--- config.mk ---
export PLATFORM = sky130hd
export DESIGN_NAME = fifo_mutex_condvar_manager_top_flat
export DESIGN_NICKNAME = d
export VERILOG_FILES = /design/src/design/fmc_pkg.sv /design/src/design/fmc_if.sv /design/src/design/fifo_mutex_condvar_manager_top.sv /design/src/flat_wrapper.sv
export SDC_FILE = /design/constraint.sdc
export NUM_CORES = 1
export LEC_CHECK = 0
export ABC_AREA = 1
export ABC_CLOCK_PERIOD_IN_PS = 3100
export BUFFER_PORTS_ARGS = -buffer_cell sky130_fd_sc_hd__buf_2
export CAP_MARGIN = 20
export CORE_MARGIN = 3
export CORE_UTILIZATION = 42
export CTS_BUF_LIST = sky130_fd_sc_hd__clkbuf_8
export DETAILED_ROUTE_END_ITERATION = 8
export GPL_TIMING_DRIVEN = 0
export SYNTH_ARGS = -nofsm -noshare
export SYNTH_HDL_FRONTEND = slang
export SYNTH_SLANG_ARGS = --single-unit
--- constraint.sdc ---
create_clock -name clk -period 3.1 [get_ports clk]
set_input_delay 0.31 -clock clk [delete_from_list [all_inputs] [get_ports clk]]
set_output_delay 0.31 -clock clk [all_outputs]
set_load 0.05 [all_outputs]
--- src/design/fmc_pkg.sv ---
`timescale 1ns / 1ps
// ----------------------------------------------------------------------------
// fmc_pkg
// Types, codes and sizes shared by the mutex / condition variable manager.
// ----------------------------------------------------------------------------
package fmc_pkg;

    localparam int QUEUE_DEPTH = 16;
    localparam int PTR_W       = (QUEUE_DEPTH > 1) ? $clog2(QUEUE_DEPTH) : 1;
    localparam int CNT_W       = $clog2(QUEUE_DEPTH + 1);

    localparam int FUNC_W   = 3;
    localparam int ID_W     = 4;
    localparam int STATUS_W = 3;
    localparam int WOKEN_W  = 5;

    localparam logic [FUNC_W-1:0] FN_LOCK    = 3'd0;
    localparam logic [FUNC_W-1:0] FN_TRYLOCK = 3'd1;
    localparam logic [FUNC_W-1:0] FN_UNLOCK  = 3'd2;
    localparam logic [FUNC_W-1:0] FN_CWAIT   = 3'd3;
    localparam logic [FUNC_W-1:0] FN_SIGNAL  = 3'd4;
    localparam logic [FUNC_W-1:0] FN_BCAST   = 3'd5;

    localparam logic [STATUS_W-1:0] STAT_OK       = 3'd0;
    localparam logic [STATUS_W-1:0] STAT_QUEUED   = 3'd1;
    localparam logic [STATUS_W-1:0] STAT_BUSY     = 3'd2;
    localparam logic [STATUS_W-1:0] STAT_NOTOWNER = 3'd3;
    localparam logic [STATUS_W-1:0] STAT_FULL     = 3'd4;
    localparam logic [STATUS_W-1:0] STAT_EMPTY    = 3'd5;

    typedef enum logic [1:0] {
        ST_IDLE,
        ST_EXEC,
        ST_BREAD,
        ST_DONE
    } state_t;

    typedef struct packed {
        logic [STATUS_W-1:0] status;
        logic                owner_valid;
        logic [ID_W-1:0]     owner_id;
        logic                handed_over;
        logic [WOKEN_W-1:0]  woken_count;
    } result_t;

endpackage

--- src/design/fmc_if.sv ---
`timescale 1ns / 1ps
// ----------------------------------------------------------------------------
// fmc_if
// Valid/ready channels for requests and results of the lock manager.
// ----------------------------------------------------------------------------
interface fmc_req_if;
    logic                        valid;
    logic                        ready;
    logic [fmc_pkg::FUNC_W-1:0]  func;
    logic [fmc_pkg::ID_W-1:0]    requester;

    modport source (output valid, output func, output requester, input ready);
    modport sink   (input valid, input func, input requester, output ready);
endinterface

interface fmc_rsp_if;
    logic                          valid;
    logic                          ready;
    logic [fmc_pkg::STATUS_W-1:0]  status;
    logic                          owner_valid;
    logic [fmc_pkg::ID_W-1:0]      owner_id;
    logic                          handed_over;
    logic [fmc_pkg::WOKEN_W-1:0]   woken_count;

    modport source (output valid, output status, output owner_valid, output owner_id,
                    output handed_over, output woken_count, input ready);
    modport sink   (input valid, input status, input owner_valid, input owner_id,
                    input handed_over, input woken_count, output ready);
endinterface

--- src/design/fifo_mutex_condvar_manager_top.sv ---
`timescale 1ns / 1ps
// ----------------------------------------------------------------------------
// fifo_mutex_condvar_manager_top
// One mutex and one condition variable with FIFO wait queues held in RAM.
// ----------------------------------------------------------------------------
// channel | dir | word
// --------+-----+--------------------------------------------------------
// req     | in  | func, requester
// rsp     | out | status, owner_valid, owner_id, handed_over, woken_count
//
// An item passes through accept (queue heads are read from RAM at that edge)
// and execute. A broadcast wakes one waiter per execute step, passing through
// ST_BREAD between wakes for the read of the next condition queue head.
// Results sit in an output register; a stalled result holds the sequencer.
// Reset empties both queues through their counters; the RAMs are not cleared.
// ----------------------------------------------------------------------------
module fifo_mutex_condvar_manager_top
(
    input  logic      clk,
    input  logic      rst_n,
    fmc_req_if.sink   req,
    fmc_rsp_if.source rsp
);

    localparam logic [fmc_pkg::CNT_W-1:0] DEPTH_CNT = fmc_pkg::CNT_W'(fmc_pkg::QUEUE_DEPTH);
    localparam logic [fmc_pkg::PTR_W-1:0] LAST_PTR  = fmc_pkg::PTR_W'(fmc_pkg::QUEUE_DEPTH - 1);

    function automatic logic [fmc_pkg::PTR_W-1:0] ptr_inc(input logic [fmc_pkg::PTR_W-1:0] p);
        ptr_inc = (p == LAST_PTR) ? '0 : fmc_pkg::PTR_W'(p + 1'b1);
    endfunction

    // queue storage
    logic [fmc_pkg::ID_W-1:0] lock_mem [fmc_pkg::QUEUE_DEPTH];
    logic [fmc_pkg::ID_W-1:0] cond_mem [fmc_pkg::QUEUE_DEPTH];
    logic [fmc_pkg::ID_W-1:0] lock_rdata_reg;
    logic [fmc_pkg::ID_W-1:0] cond_rdata_reg;
    logic                     lock_we;
    logic                     cond_we;
    logic [fmc_pkg::ID_W-1:0] lock_wdata;

    fmc_pkg::state_t            state_reg, state_next;
    logic                       held_reg, held_next;
    logic [fmc_pkg::ID_W-1:0]   holder_reg, holder_next;
    logic [fmc_pkg::PTR_W-1:0]  lock_head_reg, lock_head_next;
    logic [fmc_pkg::PTR_W-1:0]  lock_tail_reg, lock_tail_next;
    logic [fmc_pkg::CNT_W-1:0]  lock_cnt_reg, lock_cnt_next;
    logic [fmc_pkg::PTR_W-1:0]  cond_head_reg, cond_head_next;
    logic [fmc_pkg::PTR_W-1:0]  cond_tail_reg, cond_tail_next;
    logic [fmc_pkg::CNT_W-1:0]  cond_cnt_reg, cond_cnt_next;
    logic [fmc_pkg::WOKEN_W-1:0] woken_reg, woken_next;
    logic                       out_valid_reg, out_valid_next;

    logic [fmc_pkg::FUNC_W-1:0] func_reg;
    logic [fmc_pkg::ID_W-1:0]   req_id_reg;
    fmc_pkg::result_t           res_reg, res_next;
    fmc_pkg::result_t           out_reg, out_next;

    logic accept;
    logic out_free;
    logic owner;
    logic wake_ok;
    logic finish;
    logic [fmc_pkg::STATUS_W-1:0] status_c;
    logic                         handed_c;
    logic [fmc_pkg::WOKEN_W-1:0]  woken_c;

    assign req.ready = (state_reg == fmc_pkg::ST_IDLE);
    assign accept    = req.valid && req.ready;
    assign out_free  = !out_valid_reg || rsp.ready;

    assign rsp.valid       = out_valid_reg;
    assign rsp.status      = out_reg.status;
    assign rsp.owner_valid = out_reg.owner_valid;
    assign rsp.owner_id    = out_reg.owner_id;
    assign rsp.handed_over = out_reg.handed_over;
    assign rsp.woken_count = out_reg.woken_count;

    assign owner   = held_reg && (holder_reg == req_id_reg);
    // head condition waiter can proceed unless it must join a full lock queue
    assign wake_ok = !held_reg || (holder_reg == cond_rdata_reg) || (lock_cnt_reg != DEPTH_CNT);

    always_ff @(posedge clk)
    begin
        if (lock_we)
        begin
            lock_mem[lock_tail_reg] <= lock_wdata;
        end
        if (cond_we)
        begin
            cond_mem[cond_tail_reg] <= req_id_reg;
        end
        lock_rdata_reg <= lock_mem[lock_head_reg];
        cond_rdata_reg <= cond_mem[cond_head_reg];
    end

    always_comb
    begin
        state_next     = state_reg;
        held_next      = held_reg;
        holder_next    = holder_reg;
        lock_head_next = lock_head_reg;
        lock_tail_next = lock_tail_reg;
        lock_cnt_next  = lock_cnt_reg;
        cond_head_next = cond_head_reg;
        cond_tail_next = cond_tail_reg;
        cond_cnt_next  = cond_cnt_reg;
        woken_next     = woken_reg;
        lock_we        = 1'b0;
        cond_we        = 1'b0;
        lock_wdata     = req_id_reg;
        finish         = 1'b0;
        status_c       = fmc_pkg::STAT_OK;
        handed_c       = 1'b0;
        woken_c        = '0;
        res_next       = res_reg;
        out_next       = out_reg;
        out_valid_next = out_valid_reg && !rsp.ready;

        unique case (state_reg)
            fmc_pkg::ST_IDLE:
            begin
                if (accept)
                begin
                    woken_next = '0;
                    state_next = fmc_pkg::ST_EXEC;
                end
            end

            fmc_pkg::ST_EXEC:
            begin
                finish = 1'b1;
                unique case (func_reg)
                    fmc_pkg::FN_LOCK, fmc_pkg::FN_TRYLOCK:
                    begin
                        if (!held_reg)
                        begin
                            held_next   = 1'b1;
                            holder_next = req_id_reg;
                        end
                        else if (!owner)
                        begin
                            if (func_reg == fmc_pkg::FN_TRYLOCK)
                            begin
                                status_c = fmc_pkg::STAT_BUSY;
                            end
                            else if (lock_cnt_reg == DEPTH_CNT)
                            begin
                                status_c = fmc_pkg::STAT_FULL;
                            end
                            else
                            begin
                                lock_we        = 1'b1;
                                lock_tail_next = ptr_inc(lock_tail_reg);
                                lock_cnt_next  = fmc_pkg::CNT_W'(lock_cnt_reg + 1'b1);
                                status_c       = fmc_pkg::STAT_QUEUED;
                            end
                        end
                    end

                    fmc_pkg::FN_UNLOCK, fmc_pkg::FN_CWAIT:
                    begin
                        if (!owner)
                        begin
                            status_c = fmc_pkg::STAT_NOTOWNER;
                        end
                        else if ((func_reg == fmc_pkg::FN_CWAIT) && (cond_cnt_reg == DEPTH_CNT))
                        begin
                            status_c = fmc_pkg::STAT_FULL;
                        end
                        else
                        begin
                            // release: hand to the lock queue head, else free
                            if (lock_cnt_reg != '0)
                            begin
                                holder_next    = lock_rdata_reg;
                                lock_head_next = ptr_inc(lock_head_reg);
                                lock_cnt_next  = fmc_pkg::CNT_W'(lock_cnt_reg - 1'b1);
                                handed_c       = 1'b1;
                            end
                            else
                            begin
                                held_next   = 1'b0;
                                holder_next = '0;
                            end
                            if (func_reg == fmc_pkg::FN_CWAIT)
                            begin
                                cond_we        = 1'b1;
                                cond_tail_next = ptr_inc(cond_tail_reg);
                                cond_cnt_next  = fmc_pkg::CNT_W'(cond_cnt_reg + 1'b1);
                                status_c       = fmc_pkg::STAT_QUEUED;
                            end
                        end
                    end

                    fmc_pkg::FN_SIGNAL, fmc_pkg::FN_BCAST:
                    begin
                        woken_c = woken_reg;
                        if (cond_cnt_reg == '0)
                        begin
                            status_c = fmc_pkg::STAT_EMPTY;
                        end
                        else if (!wake_ok)
                        begin
                            status_c = fmc_pkg::STAT_FULL;
                        end
                        else
                        begin
                            if (!held_reg)
                            begin
                                held_next   = 1'b1;
                                holder_next = cond_rdata_reg;
                            end
                            else if (holder_reg != cond_rdata_reg)
                            begin
                                lock_we        = 1'b1;
                                lock_wdata     = cond_rdata_reg;
                                lock_tail_next = ptr_inc(lock_tail_reg);
                                lock_cnt_next  = fmc_pkg::CNT_W'(lock_cnt_reg + 1'b1);
                            end
                            cond_head_next = ptr_inc(cond_head_reg);
                            cond_cnt_next  = fmc_pkg::CNT_W'(cond_cnt_reg - 1'b1);
                            woken_c        = fmc_pkg::WOKEN_W'(woken_reg + 1'b1);
                            woken_next     = woken_c;
                            // keep draining: pass through ST_BREAD for the next head read
                            if ((func_reg == fmc_pkg::FN_BCAST) &&
                                (cond_cnt_reg != fmc_pkg::CNT_W'(1)))
                            begin
                                finish     = 1'b0;
                                state_next = fmc_pkg::ST_BREAD;
                            end
                        end
                    end

                    default:
                    begin
                        status_c = fmc_pkg::STAT_OK;
                    end
                endcase

                if (finish)
                begin
                    res_next.status      = status_c;
                    res_next.owner_valid = held_next;
                    res_next.owner_id    = held_next ? holder_next : '0;
                    res_next.handed_over = handed_c;
                    res_next.woken_count = woken_c;
                    if (out_free)
                    begin
                        out_next       = res_next;
                        out_valid_next = 1'b1;
                        state_next     = fmc_pkg::ST_IDLE;
                    end
                    else
                    begin
                        state_next = fmc_pkg::ST_DONE;
                    end
                end
            end

            fmc_pkg::ST_BREAD:
            begin
                state_next = fmc_pkg::ST_EXEC;
            end

            fmc_pkg::ST_DONE:
            begin
                if (out_free)
                begin
                    out_next       = res_reg;
                    out_valid_next = 1'b1;
                    state_next     = fmc_pkg::ST_IDLE;
                end
            end

            default:
            begin
                state_next = fmc_pkg::ST_IDLE;
            end
        endcase
    end

    always_ff @(posedge clk or negedge rst_n)
    begin
        if (!rst_n)
        begin
            state_reg     <= fmc_pkg::ST_IDLE;
            held_reg      <= 1'b0;
            holder_reg    <= '0;
            lock_head_reg <= '0;
            lock_tail_reg <= '0;
            lock_cnt_reg  <= '0;
            cond_head_reg <= '0;
            cond_tail_reg <= '0;
            cond_cnt_reg  <= '0;
            woken_reg     <= '0;
            out_valid_reg <= 1'b0;
        end
        else
        begin
            state_reg     <= state_next;
            held_reg      <= held_next;
            holder_reg    <= holder_next;
            lock_head_reg <= lock_head_next;
            lock_tail_reg <= lock_tail_next;
            lock_cnt_reg  <= lock_cnt_next;
            cond_head_reg <= cond_head_next;
            cond_tail_reg <= cond_tail_next;
            cond_cnt_reg  <= cond_cnt_next;
            woken_reg     <= woken_next;
            out_valid_reg <= out_valid_next;
        end
    end

    always_ff @(posedge clk)
    begin
        if (accept)
        begin
            func_reg   <= req.func;
            req_id_reg <= req.requester;
        end
        res_reg <= res_next;
        out_reg <= out_next;
    end

endmodule

--- src/flat_wrapper.sv ---
// flat-port wrapper written by rule: the top's interface ports become plain ports
module fifo_mutex_condvar_manager_top_flat 
  (clk, rst_n, req_valid, req_func, req_requester, req_ready, rsp_valid, rsp_status, rsp_owner_valid, rsp_owner_id, rsp_handed_over, rsp_woken_count, rsp_ready);
  fmc_req_if req_i ();
  fmc_rsp_if rsp_i ();
  input  logic clk;
  input  logic rst_n;
  input wire logic [$bits(req_i.valid)-1:0] req_valid;
  input wire logic [$bits(req_i.func)-1:0] req_func;
  input wire logic [$bits(req_i.requester)-1:0] req_requester;
  output wire logic [$bits(req_i.ready)-1:0] req_ready;
  output wire logic [$bits(rsp_i.valid)-1:0] rsp_valid;
  output wire logic [$bits(rsp_i.status)-1:0] rsp_status;
  output wire logic [$bits(rsp_i.owner_valid)-1:0] rsp_owner_valid;
  output wire logic [$bits(rsp_i.owner_id)-1:0] rsp_owner_id;
  output wire logic [$bits(rsp_i.handed_over)-1:0] rsp_handed_over;
  output wire logic [$bits(rsp_i.woken_count)-1:0] rsp_woken_count;
  input wire logic [$bits(rsp_i.ready)-1:0] rsp_ready;
  assign req_i.valid = req_valid;
  assign req_i.func = req_func;
  assign req_i.requester = req_requester;
  assign req_ready = req_i.ready;
  assign rsp_valid = rsp_i.valid;
  assign rsp_status = rsp_i.status;
  assign rsp_owner_valid = rsp_i.owner_valid;
  assign rsp_owner_id = rsp_i.owner_id;
  assign rsp_handed_over = rsp_i.handed_over;
  assign rsp_woken_count = rsp_i.woken_count;
  assign rsp_i.ready = rsp_ready;
  fifo_mutex_condvar_manager_top u_core (.clk(clk), .rst_n(rst_n), .req(req_i), .rsp(rsp_i));
endmodule
==> results.txt, run 1 <==
- The H-tree was split into 2 levels.
- Once layout is done, the placed cells without fillers occupy 0.0109 sq mm.
- Worst setup SP type: register
- Summed over all layers, the routed wires come to 22200 um.
- Internal power comes to 6.04 mW.
- Number of violations reported at the end of detailed-routing iteration 0: 463
- Fin util: 49.3%
- The signal on the critical path passes through inv_1, nand2_1, nand2_2, nor2_4, nand2_2, nor2_4, nand2_1, nand2_1, nor2_2, nand3_1, nor2_1.
* Number of detailed-routing iterations run before antenna repair: 6
* Crit-path max FO: 18
* Placed insts: 1235
- In this run the remaining antenna-violating nets after routing total 0.
- Switching fraction of total power: 40.0%
- Placed cell area: 0.0102 sq mm
* Leakage power: 4.25 nW
* Number of unique standard cell types used by synthesis: 39
* Fin Clk Skew: 0.0252 ns
* RSZ-0062 raised after global routing: false
- Data on the critical path is required at its endpoint by 3.27 ns.
* Share of flip-flops with an asynchronous set or reset: 18.6%
- Count of nets after finishing: 1034
* Number of vias after detailed routing: 6840
* Biggest area consumer among synthesized cells: edfxtp_1
- Min-Delay Path Depth: 4
- Total power per unit cell area: 921 mW/mm^2
- Synthesized area: 0.00964 sq mm
- TritonCTS built the clock tree.
- Wire per inst: 16.9 um
- Worst reg-to-reg setup slack: 0.28 ns
- The tree built by TritonCTS fans out to 210 sinks.
- CTS Buffer Depth: 3
- Remaining max-slew budget at the tightest pin: 38.1%
- For hold timing, the worst endpoint is u_core.state_reg[0]$_DFFE_PN0P_.
* Transition time of the tightest slew-check pin: 0.929 ns
- After routing, the total negative slack on setup checks comes to 0 ns.
- In this run, the combinational gates consume 35.8% of the power.
- In this run the tool buffered the top-level ports with 26 buffer cells.
- Broken down by cell family, the worst path's largest delay share belongs to simple AND/OR/NAND/NOR gates.
- Critical path origin: u_core.req_id_reg[1]$_DFFE_PP_
- Post-route insts no fill: 1308
- Syn Inst Count: 925
* Fraction of post-synthesis cell area in the top cell type by area: 50.8%
- In the synthesized netlist the dominant register cell turns out to be edfxtp_1.
- The initial utilization of the core area, before any placement, comes to 43.5%.
* Antenna violations before repair: 0
* Number of max-cap violations: 0
- Total length of routed met3 wires: 1080 um
* Sequential cell area fraction in the yosys report: 62.6%
- Measured along the x axis, the die boundary spans 157 um.
* Endpoint of the worst register-to-register path: u_core.lock_mem[14][1]$_DFFE_PP_
- Global-route wire length before repair: 35700 um
* Number of max-slew violations in the final report: 0
- On the worst path, the slowest cell contributes a delay of 0.69 ns.
- ANT cells: 0
- Core region area: 0.0222 sq mm
- The worst hold path begins at rsp_ready.
- A synthesized cell averages 10.4 sq um.
- During synthesis, Yosys emitted a total of 0 warnings.
* Area overhead of the layout relative to synthesis: 13.4%
- Total number of placement rows: 54
* Register bit total from synthesis: 210
- After synthesis, the cell types taking the most area are edfxtp_1, dfrtp_1, nand2_1, nor2_1, o21ai_0.
- Pin count of the biggest net entering global routing: 40
* Max IR drop VDD: 0.327 mV
- By instance count, the cell type seen most on the critical path is nand2_1.
* Fraction of layout cells with a size suffix above 1: 13.1%
- Met1 layer wirelength in the final routing: 10400 um
* Post-CTS setup-driven buffer insertion count: 0
- Data on the critical path arrives at its endpoint at 2.99 ns.
* Die area: 0.0248 sq mm
* RePlAce Congestion: 0.897
- Final critical-path share of the clock period: 91.0%
* Type of element capturing the critical path: register
- Final hold viol count: 0
- Summed over all nets, wire length on met2 after detailed routing comes to 10100 um.
- Worst flop-to-flop path startpoint: u_core.req_id_reg[1]$_DFFE_PP_
- The wire-length estimate of the detail-placed layout is 15500 um.
* Post-synth EDFFs: 163
- Most common cell after layout, fill and taps aside: edfxtp_1
- Cell with the largest stage delay on the worst path: edfxtp_1
* Switching component of the power: 4.03 mW
- Setup violations remaining at the end of the flow were counted as 0.
- I/O Pins: 27
- Worst-Skew Late Latency: 0.52 ns
- The number of nets in the synthesized netlist is 955.
- The run finished with clean final reports.
* Grt total ovfl: 0
- Most frequent cells in the layout: edfxtp_1, nand2_1, nor2_1
- In this run the vertical extent of the chip is 157 um.
- Final Hold Slack: 0.105 ns
- Hold WC Path Type: input pin to register
- Uppermost signal routing layer after detailed routing: met4
- Clock tree root buffer cell: clkbuf_8
- In the routed design, unresolved DRC markers number 0.
- Power share of the clock group: 22.8%
* Max frequency: 354 MHz
* Clock slew seen by the registers of the worst setup and hold paths: 0.06 ns
* Critical path class: register to register
- Number of clock buffers inserted by TritonCTS: 37
- After detailed routing, the number of vias per cell comes to 5.23.
- Buffers & Inverters on Critical Path: 1
* FF-to-FF path depth: 11
- Global routing used 18.4% of the available tracks across all layers.
- Seq pwr share: 41.4%
* Final critical-path required period: 2.82 ns
- The number of global-route vias before repair is 6805.
Yosys cell counts, types with 5 or more instances:
master    instances
nor2_4           11
nand2_2          10
clkbuf_1         21
nor2_1          135
a21oi_1          10
o22ai_1          30
nor2_2            5
dfxtp_1           8
dfrtp_1          39
o211ai_1          8
inv_2            12
o21ai_1          13
edfxtp_1        163
inv_1            53
ha_1             18
nand2_1         161
nand4_1          19
xor2_1           21
o221ai_1          6
o21ai_0         100
buf_2             6
nand3_1          48
final cells by class:
class / instances / area, sq um
buffer: 28 / 113
clock buffer: 38 / 523
clock inverter: 25 / 134
fill: 2073 / 11200
inverter: 65 / 244
multi-input combinational: 622 / 3260
sequential: 210 / 6030
tap: 280 / 350
timing repair buffer: 40 / 279
logic make-up after synthesis:
group / share of synthesized area, %
compound gates: 9.97
xor+xnor: 2.09
fa+ha+maj: 2.54
buf+inv: 3.70
flops: 62.6
simple gates: 19.1
stage by stage:
stage | power (mW) | setup WS [ns]
6_report | 10.1 | 0.279
5_1_grt | 10.8 | 0.0983
4_1_cts | 10.1 | 0.230
3_5_place_dp | 7.80 | 0.243
3_3_place_gp | 7.71 | -0.141
2_1_floorplan | 6.73 | 0.793
power by group through the flow:
stage	Sequential, mW	Combinational [mW]	Clock (mW)
global placement	4.22	3.49	0
floorplan	4.43	2.31	0
finish	4.17	3.60	2.30
global route	4.24	4.07	2.50
detailed placement	4.22	3.57	0
CTS	4.17	3.60	2.36
worst max-delay path by stage:
stage	end	slack (ns)	cells past startpoint
after CTS	u_core.rsp.woken_count[0]$_DFFE_PP_	0.23	9
final	u_core.lock_mem[14][1]$_DFFE_PP_	0.28	11
after global placement	u_core.lock_mem[12][1]$_DFFE_PP_	-0.14	9
after detailed placement	u_core.rsp.handed_over$_DFFE_PP_	0.24	9
after floorplan	u_core.rsp.handed_over$_DFFE_PP_	0.79	9
after global routing	u_core.lock_mem[14][1]$_DFFE_PP_	0.1	11
routing by layer:
metal	up-vias	global-route usage, %
met5	-	0
met4	0	6.61
met3	49	3.63
met2	164	29.3
met1	3247	25.1
li1	3380	-
timing repair:
| action | 4_1_cts | 5_1_grt |
|---|---|---|
| hold buffers | 8 | 0 |
| gates resized for setup | 0 | 0 |
| endpoints found under the hold margin | 22 | 0 |
tightest hold or removal path: stages:
cell     delay, ns
buf_2         0.08
nor2_1        0.07
nand2_1       0.06
nand2_1       0.04
Power figures use the tool's default switching activity.
==> run 2: changes to the inputs <==
--- a/config.mk
+++ b/config.mk
@@ -6,7 +6,7 @@
 export NUM_CORES = 1
 export LEC_CHECK = 0
 export ABC_AREA = 1
-export ABC_CLOCK_PERIOD_IN_PS = 3100
+export ABC_CLOCK_PERIOD_IN_PS = 3530
 export BUFFER_PORTS_ARGS = -buffer_cell sky130_fd_sc_hd__buf_2
 export CAP_MARGIN = 20
 export CORE_MARGIN = 3
==> constraint.sdc (replaced) <==
create_clock -name clk -period 3.53 [get_ports clk]
set_input_delay 0.353 -clock clk [delete_from_list [all_inputs] [get_ports clk]]
set_output_delay 0.353 -clock clk [all_outputs]
set_load 0.05 [all_outputs]
==> run 2 against run 1 <==
  * Maximum frequency shrank 0.16%
  * Sequential cell count is the same
  * Final area shrank 0.27%
  * Sequential power shrank 12%
  * Setup slack gained 0.43 ns
  * First-iteration DRC count shrank 6.3%
  * Clock skew grew 0.0043 ns
  * Combinational power shrank 12%
  * Final cell count shrank 0.23%
  * Via count shrank 0.25%
  * Count of clock-buffer cells in the layout is the same
  * Non-clock buffer count shrank 3
  * Critical path type unchanged
  * Highest routed layer unchanged
==> results.txt, run 2 (synthesis gave the netlist of run 1 again) <==
* Run status: finished clean
- The number of standard cells in the layout, taps in and fillers out is 1305 (-0.23%).
* CTS Buffer Depth: 3 (unchanged)
- Chip height: 157 um (unchanged)
- Final hold viol count: 0 (unchanged)
- The transition at the pin with the smallest max-transition slack was 0.918 ns (-0.0105 ns).
- The overall routing resource usage was 18.3% (about the same).
- Final critical-path required period: 2.83 ns (+0.00439 ns)
* Remaining max-slew budget at the tightest pin: 38.8% (+0.70 points)
* Fin util: 49.2% (-0.14 points)
- The final clock period utilization by the worst path was 80.0% (-11 points).
- The final design area excluding fillers is 0.0109 sq mm (-0.27%).
* Total length of routed wires: 22100 um (-0.22%)
- The CTS buffer count came to 37 (unchanged).
- The number of antenna violations at the first check in global routing was 0 (unchanged).
- TritonCTS clock tree: done
- Post-detailed-route via-to-cell ratio: 5.23 (about the same)
* Max frequency: 354 MHz (-0.16%)
* Clock tree root buffer cell: clkbuf_8
* Post-route antenna net violation count: 0 (unchanged)
* Wire per inst: 16.9 um (about the same)
* Worst setup slack after layout: 0.705 ns (+0.426 ns)
- The count of clock tree sinks was 210 (unchanged).
- The CTS clock-pin slew for the worst setup and hold paths came to 0.06 ns (about the same).
- Initial cell density of the core: 43.5% (unchanged)
* Arrival @ worst endpoint: 2.99 ns (about the same)
* Crit-path most repeated cell: nand2_1
* I/O Pins: 27 (unchanged)
* Placed cell area: 0.0102 sq mm (unchanged)
- The detailed placer's ending HPWL was 15500 um (unchanged).
- The count of standard-cell rows was 54 (unchanged).
* Fraction of layout cells with a size suffix above 1: 13.2% (+0.038 points)
- Core region area: 0.0222 sq mm (unchanged)
- Cell family with the largest share of critical-path delay: simple AND/OR/NAND/NOR gates
- The antenna diode count came to 0 (unchanged).
- Most common cell after layout, fill and taps aside: edfxtp_1
- The standby leakage power came to 4.24 nW (-0.29%).
- The routed metal-1 wirelength is 10200 um (-1.5%).
* Routed wire length on met2: 10100 um (about the same)
- Total length of routed met3 wires: 1240 um (+15%)
- Horizontal die dimension: 157 um (unchanged)
- Cell Chain, Critical Path: inv_1, nand2_1, nand2_2, nor2_4, nand2_2, nor2_4, nand2_1, nand2_1, nor2_2, nand3_1, nor2_1
- The wire length of the first global-routing pass came to 35700 um (about the same).
* RSZ-0062 raised after global routing: false
- The total iterations of the first detailed-routing run was 6 (unchanged).
- Worst-Skew Late Latency: 0.53 ns (about the same)
- The worst setup path is captured at a register.
- Uppermost signal routing layer after detailed routing: met4
- Input/output buffers: 26 (unchanged)
- The sum of negative setup slack was 0 ns (unchanged).
* Fin Clk Skew: 0.0295 ns (+0.00434 ns)
- Post-CTS setup-driven buffer insertion count: 0 (unchanged)
* Number of violations reported at the end of detailed-routing iteration 0: 434 (-6.3%)
- The post-route DRC violation count came to 0 (unchanged).
- The final-layout fill cell count was 2078 (+0.24%).
- Worst setup SP type: register
- Peak per-stage delay on the critical path: 0.69 ns (about the same)
- Total power per unit cell area: 810 mW/mm^2 (-12%)
- Crit-path max FO: 18 (unchanged)
- Critical path class: register to register
* Depth of the CTS H-tree: 2 (unchanged)
- Buffers & Inverters on Critical Path: 1 (unchanged)
- Placed insts: 1235 (unchanged)
* Grt total ovfl: 0 (unchanged)
- Required time of the critical path: 3.70 ns (+0.43 ns)
- Among all stages on the critical path, the largest delay is contributed by edfxtp_1.
* Pin count of the biggest net entering global routing: 40 (unchanged)
* Post-placement worst setup slack: 0.673 ns (+0.430 ns)
- Most frequent cells in the layout: edfxtp_1, nand2_1, nor2_1
- The peak ir drop on the vdd network came to 0.288 mV (-12%).
- Number of max-slew violations in the final report: 0 (unchanged)
* Number of global-route vias before repair: 6785 (-0.29%)
* CTS hold repair buffers: 4 (-4)
- Endpoints failing setup: 0 (unchanged)
- Count of nets after finishing: 1031 (-0.29%)
* Post-cts repair resize count: 0 (unchanged)
- RePlAce Congestion: 0.897 (unchanged)
- Die area: 0.0248 sq mm (unchanged)
- The number of maximum-capacitance constraint violations came to 0 (unchanged).
- Area overhead of the layout relative to synthesis: 13.1%
- In this run the worst hold path is classified as input pin to register.
- Number of vias after detailed routing: 6823 (-0.25%)
-- run 2: changes by cell type in the layout (fill, tap and decap cells not counted), sizes merged --
cell | before | now
dlygate4sd3 | 8 | 5
-- run 2: path summary, 6_finish.rpt --
| path | from | endpoint | slack [ns] | depth (start not counted) |
|---|---|---|---|---|
| max in group asynchronous | rst_n | u_core.lock_tail_reg[1]$_DFFE_PN0P_ | 2.74 | 3 |
| setup reg to reg | u_core.req_id_reg[1]$_DFFE_PP_ | u_core.lock_mem[14][1]$_DFFE_PP_ | 0.70 | 11 |
| hold / removal | req_func[1] | u_core.func_reg[1]$_DFFE_PP_ | 0.05 | 1 |
| min in group asynchronous | rst_n | u_core.lock_cnt_reg[3]$_DFFE_PN0P_ | 0.29 | 2 |
| setup / recovery | u_core.req_id_reg[1]$_DFFE_PP_ | u_core.lock_mem[14][1]$_DFFE_PP_ | 0.70 | 11 |
| hold reg to reg | u_core.lock_cnt_reg[3]$_DFFE_PN0P_ | u_core.lock_cnt_reg[3]$_DFFE_PN0P_ | 0.52 | 2 |
-- run 2: through the flow --
stage,power [mW],hold WS (ns)
floorplan,5.91,0.0574
global placement,6.77,0.489
detailed placement,6.85,0.507
CTS,8.89,0.0228
global route,9.49,0.0185
finish,8.83,0.0507
-- run 2: routing by layer --
metal | vias up | track usage [%]
li1 | 3371 | -
met1 | 3210 | 25.1
met2 | 197 | 29.3
met3 | 45 | 3.63
met4 | 0 | 6.57
met5 | - | 0
-- run 2: area by class of cell --
cell class	count	area, sq um	share of cell area, %
flip-flops and latches	210	6030	55.3
multi-input cells	622	3260	29.9
clock buffers	38	523	4.80
well taps	280	350	3.21
repair buffers	37	249	2.28
inverters	65	244	2.24
clock inverters	25	134	1.23
plain buffers	28	113	1.03
-- run 2: where the power goes --
group          switching (mW)  internal [mW]  total [mW]
clock network           0.943           1.07        2.01
logic                    2.23          0.925        3.16
registers               0.354           3.31        3.66
==> run 3: changes to the inputs <==
--- a/config.mk
+++ b/config.mk
@@ -6,7 +6,7 @@
 export NUM_CORES = 1
 export LEC_CHECK = 0
 export ABC_AREA = 1
-export ABC_CLOCK_PERIOD_IN_PS = 3530
+export ABC_CLOCK_PERIOD_IN_PS = 2700
 export BUFFER_PORTS_ARGS = -buffer_cell sky130_fd_sc_hd__buf_2
 export CAP_MARGIN = 20
 export CORE_MARGIN = 3
==> constraint.sdc (replaced) <==
create_clock -name clk -period 2.7 [get_ports clk]
set_input_delay 0.27 -clock clk [delete_from_list [all_inputs] [get_ports clk]]
set_output_delay 0.27 -clock clk [all_outputs]
set_load 0.05 [all_outputs]
==> run 3 against run 2 <==
  * Register-to-register slack lost 0.55 ns
  * Sequential power grew 30%
  * Combinational power grew 33%
  * Sequential share of layout area shrank 0.40 points
  * Final cell count increased by 0.46%
  * Clock power up 31%
  * Power increased by 31%
  * Die area unchanged
  * Maximum frequency up 11%
  * Largest power group unchanged
  * Highest routed layer unchanged
==> results.txt, run 3 (synthesis gave the netlist of run 1 again) <==
- Run status: finished clean
* Antenna violations before repair: 0 (unchanged)
- Switching fraction of total power: 40.0% (+0.077 points)
* Initial cell density of the core: 43.5% (unchanged)
* Cell with the largest stage delay on the worst path: edfxtp_1
* Total power per unit cell area: 1050 mW/mm^2 (+30%)
- Placed cell area: 0.0102 sq mm (unchanged)
- Endpoints failing setup: 0 (unchanged)
- Total length of routed wires: 22300 um (+0.63%)
- Post-route antenna net violation count: 0 (unchanged)
- The share of final-layout standard cells stronger than drive strength 1 came to 13.9% (+0.70 points).
- The path class of the tightest hold or removal check is input pin to register.
* DRC Markers: 0 (unchanged)
- The clock latency reported for the late side of the worst-skew pair is 0.52 ns (about the same).
- Filler cell count in the final layout: 2065 (-0.63%)
- Clock tree root buffer cell: clkbuf_8
- Internal power: 6.95 mW (+31%)
- Setup repair after global routing left no endpoint under its margin.
- The final clock period utilization by the worst path came to 94.3% (+14 points).
* Clock slew seen by the registers of the worst setup and hold paths: 0.06 ns (about the same)
- Number of vias after detailed routing: 6859 (+0.53%)
- Among cell families on the critical path, the largest total delay comes from simple AND/OR/NAND/NOR gates.
- Leakage power: 4.27 nW (+0.75%)
- The buffering stage count on the worst path with inverters included came to 1 (unchanged).
- Final critical-path required period: 2.55 ns (-0.280 ns)
* Post-placement worst setup slack: -0.157 ns (-0.830 ns)
- Switching component of the power: 4.64 mW (+31%)
* TritonCTS clock tree: done
* Critical path class: register to register
- Grt total ovfl: 0 (unchanged)
- Combined flip-flop and latch cell area: 0.00603 sq mm (unchanged)
- FF-to-FF path depth: 11 (unchanged)
* Crit-path most repeated cell: nand2_1
- The smallest hold slack came to 0.0763 ns (+0.0256 ns).
- The sequential share of power was 40.9% (-0.6 points).
- The count of clock tree sinks is 210 (unchanged).
- Cell Chain, Critical Path: inv_1, nand2_1, nand2_2, nor2_4, nand2_2, nor2_4, nand2_1, nand2_1, nor2_2, nand3_1, nor2_1
- Horizontal die dimension: 157 um (unchanged)
* Worst setup SP type: register
* Input/output buffers: 26 (unchanged)
- Fin util: 49.6% (+0.36 points)
- Most common cell after layout, fill and taps aside: edfxtp_1
- Area used by multi-input combinational logic: 0.00329 sq mm (+0.88%)
- STA classifies the critical path endpoint as a register.
* Core region area: 0.0222 sq mm (unchanged)
- The number of cells on the worst hold path was 5 (+4).
- Transition time of the tightest slew-check pin: 0.582 ns (-0.336 ns)
- The library cells used most frequently in the layout, excluding fill and tap cells, are edfxtp_1, nand2_1, nor2_1.
* Hold Path Sink: u_core.state_reg[0]$_DFFE_PN0P_
* Global-route wire length before repair: 35800 um (+0.43%)
- Peak per-stage delay on the critical path: 0.46 ns (-0.23 ns)
- The number of ports placed on the die boundary is 27 (unchanged).
- Arrival @ worst endpoint: 2.72 ns (-0.27 ns)
* Depth of the CTS H-tree: 2 (unchanged)
- The net total in the final layout was 1037 (+0.58%).
* Worst reg-to-reg setup slack: 0.15 ns (-0.55 ns)
* RePlAce Congestion: 0.897 (unchanged)
- Max IR drop VDD: 0.355 mV (+23%)
* Number of max-slew violations in the final report: 0 (unchanged)
- The detailed placer's ending HPWL came to 15500 um (unchanged).
- The final setup slack of the worst path was 0.155 ns (-0.550 ns).
- Power share of the clock group: 22.7% (about the same)
- Crit-path max FO: 7 (-11)
- The total power consumption of the routed design is 11.6 mW (+31%).
- Max frequency: 393 MHz (+11%)
- Final design area excluding fillers: 0.0110 sq mm (+0.73%)
- Fin Clk Skew: 0.0253 ns (-0.00424 ns)
- Die area: 0.0248 sq mm (unchanged)
- ANT cells: 0 (unchanged)
- Area overhead of the layout relative to synthesis: 14.0%
- Hold Crit Start: req_valid
* Endpoint of the worst register-to-register path: u_core.lock_mem[14][1]$_DFFE_PP_
* Proportion of power drawn by combinational gates: 36.4% (+0.7 points)
- Chip height: 157 um (unchanged)
- The overall routing resource usage is 18.5% (+0.13 points).
* Number of global-route vias before repair: 6787 (+0.029%)
- The buffer depth of the longest clock path was 3 (unchanged).
* Worst flop-to-flop path startpoint: u_core.req_id_reg[1]$_DFFE_PP_
* Remaining max-slew budget at the tightest pin: 61.0% (+22 points)
- The required time reported for the critical path endpoint was 2.87 ns (-0.83 ns).
- Pin count of the biggest net entering global routing: 40 (unchanged)
- The detail-routed net length per standard cell was 17.0 um (+0.17%).
- The detail-routed via count per cell is 5.23 (about the same).
- The number of maximum-capacitance constraint violations is 0 (unchanged).
- The number of hold-slack violations in the final timing report was 0 (unchanged).
* Number of detailed-routing iterations run before antenna repair: 5 (-1)
- Number of violations reported at the end of detailed-routing iteration 0: 480 (+11%)
- Number of clock buffers inserted by TritonCTS: 37 (unchanged)
- The count of standard-cell rows is 54 (unchanged).
## run 3: metrics by stage
stage | setup TNS (ns) | cells
floorplan | 0 | 925
CTS | -0.910 | 1310
global route | 0 | 1311
detailed placement | -4.72 | 1235
global placement | -28.58 | 1231
finish | 0 | 1311
## run 3: timing repair
| item | in CTS | in global routing |
|---|---|---|
| buffers inserted | 4 | 0 |
| hold endpoints to repair | 46 | 0 |
| cloned | 0 | 0 |
| resized for setup | 2 | 6 |
| pin swaps | 0 | 0 |
| setup endpoints to repair | 116 | 73 |
| hold buffers | 8 | 0 |
## run 3: worst min-delay path: stages
cell     delay [ns]
buf_2          0.07
inv_1          0.05
nand2_1        0.06
nand2_1        0.05
nand2_1        0.04
## run 3: cell type report
type	count	share of cell area, %
clock inverters	25	1.22
plain buffers	28	1.05
multi-input cells	622	29.9
repair buffers	43	2.71
clock buffers	38	4.76
inverters	65	2.22
well taps	280	3.19
flip-flops and latches	210	54.9
## run 3: how the worst max path moves through the flow
stage	startpoint	endpoint	slack [ns]	cells after the start
detailed placement	u_core.lock_cnt_reg[0]$_DFFE_PN0P_	u_core.rsp.handed_over$_DFFE_PP_	-0.16	9
global placement	u_core.cond_cnt_reg[0]$_DFFE_PN0P_	u_core.lock_mem[12][1]$_DFFE_PP_	-0.54	9
finish	u_core.req_id_reg[1]$_DFFE_PP_	u_core.lock_mem[14][1]$_DFFE_PP_	0.15	11
floorplan	u_core.lock_cnt_reg[0]$_DFFE_PN0P_	u_core.rsp.handed_over$_DFFE_PP_	0.39	9
CTS	u_core.cond_cnt_reg[0]$_DFFE_PN0P_	u_core.lock_mem[3][1]$_DFFE_PP_	-0.05	9
global route	u_core.req_id_reg[1]$_DFFE_PP_	u_core.lock_mem[14][1]$_DFFE_PP_	0.006	11
## run 3: layer usage
layer  GRT usage, %  vias to the layer above  share of wire [%]
li1               -                     3386                  -
met5              0                        -                  0
met3           3.63                       53                5.1
met2           29.0                      185                 45
met1           25.7                     3235                 47
met4           6.61                        0                2.9
## run 3: power groups by stage
stage / Combinational [mW] / Sequential [mW] / Clock (mW)
6_report: 4.21 / 4.74 / 2.63
5_1_grt: 4.77 / 4.81 / 2.87
4_1_cts: 4.20 / 4.73 / 2.71
3_5_place_dp: 4.10 / 4.85 / 0
3_3_place_gp: 4.01 / 4.84 / 0
2_1_floorplan: 2.65 / 5.08 / 0
